$ cat config.mk
export PLATFORM = sky130hd
export DESIGN_NAME = mct_cell
export DESIGN_NICKNAME = d
export VERILOG_FILES = /design/src/rtl/core/mct_pkg.sv /design/src/rtl/core/mct_cell.sv
export SDC_FILE = /design/constraint.sdc
export NUM_CORES = 1
export LEC_CHECK = 0
export ABC_AREA = 1
export ABC_CLOCK_PERIOD_IN_PS = 3300
export BUFFER_PORTS_ARGS = -buffer_cell sky130_fd_sc_hd__clkbuf_2
export CORE_UTILIZATION = 58
export CTS_CLUSTER_SIZE = 8
export DETAILED_ROUTE_END_ITERATION = 10
export HOLD_SLACK_MARGIN = 0.02
export PLACE_DENSITY_LB_ADDON = 0.12
export SYNTH_ARGS = -nofsm -noshare
export SYNTH_HDL_FRONTEND = slang
export SYNTH_SLANG_ARGS = --single-unit
$ cat constraint.sdc
create_clock -name clk -period 3.3 [get_ports clk]
set_input_delay 0.33 -clock clk [delete_from_list [all_inputs] [get_ports clk]]
set_output_delay 0.33 -clock clk [all_outputs]
set_load 0.03 [all_outputs]
$ cat src/rtl/core/mct_pkg.sv
package mct_pkg;

  localparam logic [1:0] KIND_ADD    = 2'd0;
  localparam logic [1:0] KIND_REMOVE = 2'd1;
  localparam logic [1:0] KIND_QUERY  = 2'd2;

  localparam logic [1:0] STATUS_OK        = 2'd0;
  localparam logic [1:0] STATUS_NOT_FOUND = 2'd1;
  localparam logic [1:0] STATUS_FULL      = 2'd2;
  localparam logic [1:0] STATUS_SATURATED = 2'd3;

  localparam int unsigned KIND_W     = 2;
  localparam int unsigned VALUE_W    = 32;
  localparam int unsigned OCC_W      = 16;
  localparam int unsigned TOTAL_W    = 22;
  localparam int unsigned DISTINCT_W = 7;
  localparam int unsigned STATUS_W   = 2;

  typedef struct packed {
    logic inc;
    logic dec;
    logic alloc;
  } mct_cmd_t;

endpackage

$ cat src/rtl/core/mct_cell.sv
module mct_cell
  import mct_pkg::*;
#(
  parameter int COUNT_BITS = 16
) (
  input  logic                  clk,
  input  logic                  rst,
  input  logic                  cmp_en,
  input  logic [VALUE_W-1:0]    key,
  input  logic                  grant,
  input  mct_cmd_t              cmd,
  output logic                  hit,
  output logic                  valid,
  output logic [COUNT_BITS-1:0] count
);

  logic [VALUE_W-1:0] value;

  always_ff @(posedge clk) begin
    if (rst) begin
      valid <= 1'b0;
      count <= '0;
      hit   <= 1'b0;
    end else begin
      if (cmp_en) begin
        hit <= valid && (value == key);
      end
      if (cmd.alloc && grant) begin
        valid <= 1'b1;
        count <= COUNT_BITS'(1);
      end else if (cmd.inc && hit) begin
        count <= count + COUNT_BITS'(1);
      end else if (cmd.dec && hit) begin
        count <= count - COUNT_BITS'(1);
        if (count == COUNT_BITS'(1)) begin
          valid <= 1'b0;
        end
      end
    end
  end

  always_ff @(posedge clk) begin
    if (cmd.alloc && grant) begin
      value <= key;
    end
  end

endmodule

==> flow_metrics.env, run 1 <==
export IMPL_netlist_top_cells_count="nand2_1 (86), inv_1 (59), nor2_1 (39)"
export IMPL_cp_num_buf_inv=0
export IMPL_gp_congestion=0.868
export IMPL_grt_max_degree=33
export IMPL_ys_types=29
export IMPL_area_growth_pct=16.3
export IMPL_antenna_found_initial=0
export IMPL_fin_setup_tns_ps=0
export IMPL_clkLatencyLatePin_ps=300
export IMPL_slew_violations=0
export IMPL_yosysTopAreaCell="edfxtp_1"
export IMPL_final_nets=439
export IMPL_p_leak_nw=1.48
export IMPL_relSlewSlack_pct=35.0
export IMPL_synth_top_family_by_area="simple AND/OR/NAND/NOR gates"
export IMPL_p_int_mw=0.966
export IMPL_worst_setup_path_type="reg2reg"
export IMPL_status="finished clean"
export IMPL_portBuffers=56
export IMPL_cp_required_ps=3500
export IMPL_r2r_setup_slack_ps=1750
export IMPL_async_reset_ff_share_pct=0
export IMPL_vdd_drop_max_v=0.000262
export IMPL_cts_htree_levels=2
export IMPL_synth_edff_count=32
export IMPL_holdPathStages=1
export IMPL_p_sw_share_pct=21.9
export IMPL_cts_setup_buffers=0
export IMPL_vias=2235
export IMPL_synth_area_mm2=0.00265
export IMPL_dr_pass1_iters=4
export IMPL_synth_compound_area_share_pct=8.84
export IMPL_synth_warnings=0
export IMPL_reg2regPathDepth=8
export IMPL_grt_pass1_vias=2088
export IMPL_clockPowerShare_pct=33.1
export IMPL_power_frac_comb_pct=9.4
export IMPL_synth_area_leaders="edfxtp_1 (36%), dfxtp_1 (14%), nand2_1 (12%)"
export IMPL_final_area_mm2=0.00308
export IMPL_max_slew_worst_pin_slew_ps=971
export IMPL_drt_iter0_markers=155
export IMPL_placed_area_mm2=0.00298
export IMPL_power_density_mw_per_mm2=402
export IMPL_drc=0
export IMPL_yosys_area_share_xor_xnor_pct=2.98
export IMPL_drive_gt1_share_pct=20.4
export IMPL_path_clk_slew_ps=90
export IMPL_die_h_um=69.6
export IMPL_synth_adder_area_share_pct=1.42
export IMPL_viasPerCell=4.98
export IMPL_worstPathMaxFanout=6
export IMPL_cts_buffer_depth=2
export IMPL_rsz0062_at_grt="no"
export IMPL_critPathMaxStageDelay_ps=450
export IMPL_fmax_ghz=0.647
export IMPL_yosys_most_used_dff="edfxtp_1"
export IMPL_grtUsageTotal_pct=22.6
export IMPL_cp_end_kind="flop"
export IMPL_report_power_total_mw=1.24
export IMPL_synth_mux_area_share_pct=0
export IMPL_synthCells=337
export IMPL_cts_resized=0
export IMPL_cp_start_kind="flop"
export IMPL_dieArea_mm2=0.00484
export IMPL_synthSimpleGateAreaFrac_pct=27.1
export IMPL_cp_top_family="simple AND/OR/NAND/NOR gates"
export IMPL_ant_nets=0
export IMPL_syn_avg_cell_area_um2=7.86
export IMPL_min_delay_start="key[31]"
export IMPL_finalHoldViolations=0
export IMPL_grt_pass1_wl_um=8790
export IMPL_cts_tree="yes"
export IMPL_dp_final_hpwl_um=3790
export IMPL_path_cells="ha_1, nand2_1, nor3_2, nand3_1, o21ai_1, nand2_1, nand2_1, nor2_1"
export IMPL_post_route_period_util_pct=46.8
export IMPL_fin_crit_ps=1550
export IMPL_insertedDiodeCount=0
export IMPL_crit_top_cell="nand2_1"
export IMPL_cp_arrival_ps=1750
export IMPL_cap_violations=0
export IMPL_clkSinkCount=50
export IMPL_wl_um=5010
export IMPL_seqPwrFrac_pct=57.4
export IMPL_synth_top_area_share_pct=36.3
export IMPL_p_switching_mw=0.270
export IMPL_finClkSkew_ps=5.98
export IMPL_fp_dieW_um=69.6
export IMPL_regToRegStartpoint="count[0]$_SDFFE_PP0P_"
export IMPL_finalSetupViolations=0
export IMPL_initial_core_util_pct=60.4
export IMPL_coreArea_mm2=0.00438
export IMPL_rows=24
export IMPL_min_to="value[31]$_DFFE_PP_"
export IMPL_synth_seq_cells=50
export IMPL_hold_path_class="in2reg"
export IMPL_crit_slowest_cell="dfxtp_1"
export IMPL_grt_overflow=0
export IMPL_rr_endpoint="count[14]$_SDFFE_PP0P_"
export IMPL_synth_seq_area_share_pct=49.9
export IMPL_yosysMostFrequentCell="nand2_1"
export IMPL_io_pin_count=57
export IMPL_syn_nets=379
export IMPL_root_buffer="clkbuf_8"
export IMPL_cts_made_buffers=5
export IMPL_wl_per_cell_um=11.2
export IMPL_cts_hold_buf=0
-- metrics by stage --
step	utilization [%]	instances	setup WS, ps	hold slack (ps)
after floorplan	-	337	1600	399
after global routing	70.2	449	1530	224
final	70.2	449	1750	227
after global placement	67.9	442	1630	478
after CTS	70.2	449	1760	220
after detailed placement	67.9	442	1490	501
-- area by class of cell --
type	instances	area, um2
sequential	50	1320
fill	380	1310
multi-input combinational	221	1070
timing repair buffer	57	288
inverter	62	233
clock buffer	5	68.8
tap	52	65.1
clock inverter	2	33.8
-- metal layers --
metal	global-route usage, %	vias to the layer above	share of wire (%)
met1	29.6	976	47
met2	38.0	49	46
met3	3.92	11	5.0
li1	-	1199	-
met5	0	-	0
met4	7.48	0	1.8
-- cell families after synthesis --
kind of cell / count (synthesis)
AND/OR/NAND/NOR: 166
XOR/XNOR: 9
buffers and inverters: 66
adder cells (fa/ha/maj): 3
flip-flops: 50
AO/OA/AOI/OAI: 43
-- layout by cell type (no fill, tap or decap), drive strengths merged --
master,instances
a21oi,16
or2,3
nor2,41
xor2,2
nor4,1
xnor2,7
buf,1
a31oi,1
o21ai,21
o21a,1
nand3,17
nand2,89
edfxtp,32
ha,3
nand4,6
clkbuf,61
inv,62
nor3,9
a31o,1
dfxtp,18
o22ai,3
bufinv,1
clkinv,1
-- flip-flops by register name, indices dropped and copies added (netlist names) --
| name | count |
|---|---|
| value | 32 |
| count | 16 |
| hit | 1 |
| valid | 1 |
-- worst max path at each step --
stage                               start                endpoint  slack [ps]  depth (start not counted)
floorplan                          cmd[0]   count[8]$_SDFFE_PP0P_        1600                          6
global placement                   cmd[0]   count[3]$_SDFFE_PP0P_        1630                          6
detailed placement                 cmd[0]   count[6]$_SDFFE_PP0P_        1490                          6
CTS                 count[0]$_SDFFE_PP0P_   count[6]$_SDFFE_PP0P_        1760                          8
global route        count[0]$_SDFFE_PP0P_   count[6]$_SDFFE_PP0P_        1530                          8
finish              count[0]$_SDFFE_PP0P_  count[14]$_SDFFE_PP0P_        1750                          8
-- power by group through the flow --
stage	Clock [mW]	Combinational [mW]	Sequential, mW
4_1_cts	0.420	0.119	0.710
6_report	0.409	0.117	0.710
2_1_floorplan	0	0.0671	0.725
3_5_place_dp	0	0.118	0.725
3_3_place_gp	0	0.114	0.723
5_1_grt	0.437	0.135	0.714
No activity file was read; power rests on OpenSTA's default activity.
==> run 2, diff against run 1 <==
Settings changed: ABC_CLOCK_PERIOD_IN_PS 3300 to 1600, CORE_UTILIZATION 58 to 54.
Clock period 3.3 ns to 1.6 ns, I/O delays scaled along.
==> run 2 against run 1 <==
Against the previous run:
- non-clock buffer count grew 2
- routed wire length grew 2.8%
- clock skew shrank 0.85 ps
- sequential share of layout area shrank 0.61 points
- final area grew 1.6%
- power grew 95%
- combinational power grew 110%
==> flow_metrics.env, run 2 (synthesis results as in run 1) <==
export IMPL_r2r_setup_slack_ps=180
export IMPL_seqPwrFrac_pct=60.8
export IMPL_holdWs_ps=50.6
export IMPL_regToRegStartpoint="count[0]$_SDFFE_PP0P_"
export IMPL_wl_per_cell_um=11.0
export IMPL_worst_setup_path_type="reg2reg"
export IMPL_cts_made_buffers=5
export IMPL_cap_violations=0
export IMPL_clkLatencyLatePin_ps=300
export IMPL_cp_end_kind="flop"
export IMPL_min_to="value[31]$_DFFE_PP_"
export IMPL_portBuffers=56
export IMPL_finClkSkew_ps=5.12
export IMPL_slew_violations=0
export IMPL_fmax_ghz=0.704
export IMPL_die_h_um=72.0
export IMPL_cts_tree="yes"
export IMPL_grt_overflow=0
export IMPL_top_register="value"
export IMPL_hold_path_class="in2reg"
export IMPL_drt_iter0_markers=83
export IMPL_path_clk_slew_ps=90
export IMPL_max_slew_worst_pin_slew_ps=388
export IMPL_clkSinkCount=50
export IMPL_finalSetupViolations=0
export IMPL_coreArea_mm2=0.00472
export IMPL_p_int_mw=1.85
export IMPL_layout_commonest_cell="nand2_1"
export IMPL_p_switching_mw=0.562
export IMPL_viasPerCell=4.91
export IMPL_largestRegisters="value x32, count x16"
export IMPL_mostFrequentLayoutCells="nand2_1 (86), inv_1 (58), clkbuf_2 (56)"
export IMPL_cp_arrival_ps=1620
export IMPL_rr_endpoint="count[14]$_SDFFE_PP0P_"
export IMPL_rsz0062_at_grt="no"
export IMPL_critPathMaxStageDelay_ps=390
export IMPL_cp_start_kind="flop"
export IMPL_grtUsageTotal_pct=21.3
export IMPL_p_leak_nw=1.51
export IMPL_fp_dieW_um=72.0
export IMPL_final_nets=441
export IMPL_grt_pass1_wl_um=8670
export IMPL_finalHoldViolations=0
export IMPL_antenna_found_initial=0
export IMPL_largest_reg_flops=32
export IMPL_fin_setup_tns_ps=0
export IMPL_post_route_period_util_pct=88.7
export IMPL_crit_slowest_cell="dfxtp_2"
export IMPL_holdPathStages=1
export IMPL_crit_top_cell="nand2_1"
export IMPL_io_pin_count=57
export IMPL_cts_htree_levels=2
export IMPL_area_growth_pct=18.1
export IMPL_initial_core_util_pct=56.1
export IMPL_vdd_drop_max_v=0.000474
export IMPL_insertedDiodeCount=0
export IMPL_grt_pass1_vias=2107
export IMPL_vias=2293
export IMPL_gp_congestion=0.849
export IMPL_power_density_mw_per_mm2=770
export IMPL_p_sw_share_pct=23.3
export IMPL_cts_hold_buf=0
export IMPL_min_delay_start="key[31]"
export IMPL_rows=25
export IMPL_relSlewSlack_pct=73.9
export IMPL_status="finished clean"
export IMPL_dp_final_hpwl_um=3960
export IMPL_cts_buffer_depth=2
export IMPL_root_buffer="clkbuf_8"
export IMPL_fin_crit_ps=1420
export IMPL_drc=0
export IMPL_power_frac_comb_pct=10.3
export IMPL_ant_nets=0
export IMPL_dieArea_mm2=0.00519
export IMPL_grt_max_degree=33
export IMPL_clockPowerShare_pct=28.9
export IMPL_dr_pass1_iters=4
export IMPL_worstPathMaxFanout=6
export IMPL_reg2regPathDepth=8
export IMPL_cp_required_ps=1800
export IMPL_wl_um=5150
export IMPL_path_cells="ha_2, nand2_1, nor3_4, nand3_2, o21ai_2, nand2_1, nand2_1, nor2_1"
export IMPL_drive_gt1_share_pct=22.3
-- run 2: metal layers --
layer,wire (um),global-route usage [%],vias up,part of all wire [%]
li1,-,-,1212,-
met1,2290,24.9,1023,44
met2,2550,38.9,49,49
met3,218,4.44,9,4.2
met4,99,7.41,0,1.9
met5,0,0,-,0
-- run 2: final cells by class --
type | instances | area [um2]
repair buffers | 59 | 315
multi-input cells | 221 | 1090
well taps | 67 | 83.8
clock inverters | 2 | 8.76
clock buffers | 6 | 72.6
fillers | 407 | 1600
flip-flops and latches | 50 | 1320
inverters | 62 | 233
-- run 2: power groups by stage --
stage / logic (mW) / registers (mW) / clock network (mW)
global placement: 0.243 / 1.49 / 0
global route: 0.287 / 1.47 / 0.756
CTS: 0.250 / 1.46 / 0.719
floorplan: 0.138 / 1.49 / 0
detailed placement: 0.248 / 1.49 / 0
finish: 0.247 / 1.47 / 0.697
-- run 2: worst max path at each step --
stage                                from                      to  slack [ps]
floorplan           count[0]$_SDFFE_PP0P_  count[14]$_SDFFE_PP0P_          20
global placement    count[0]$_SDFFE_PP0P_  count[14]$_SDFFE_PP0P_         180
detailed placement  count[0]$_SDFFE_PP0P_  count[14]$_SDFFE_PP0P_         100
CTS                 count[0]$_SDFFE_PP0P_  count[14]$_SDFFE_PP0P_          70
global route        count[0]$_SDFFE_PP0P_  count[14]$_SDFFE_PP0P_          20
finish              count[0]$_SDFFE_PP0P_  count[14]$_SDFFE_PP0P_         180
-- run 2: through the flow --
| stage | power, mW | setup slack, ps | cells | instance area [um2] | utilization [%] |
|---|---|---|---|---|---|
| 2_1_floorplan | 1.63 | 20.8 | 337 | 2650 | - |
| 3_3_place_gp | 1.73 | 181 | 459 | 3020 | 64.0 |
| 3_5_place_dp | 1.74 | 96.1 | 459 | 3020 | 64.0 |
| 4_1_cts | 2.43 | 74.6 | 467 | 3100 | 65.7 |
| 5_1_grt | 2.51 | 16.1 | 467 | 3130 | 66.2 |
| 6_report | 2.41 | 181 | 467 | 3130 | 66.2 |
-- run 2: worst max-delay path, delay by kind of cell, from the launching register on --
family | cells | cell delay, ps
AND/OR/NAND/NOR | 6 | 560
AO/OA/AOI/OAI | 1 | 160
adder cells (fa/ha/maj) | 1 | 210
flip-flops | 1 | 390
-- run 2: repair_timing --
item | CTS | global route
buffers inserted | 0 | 0
gates resized for setup | 0 | 8
endpoints found under the setup margin | 0 | 4
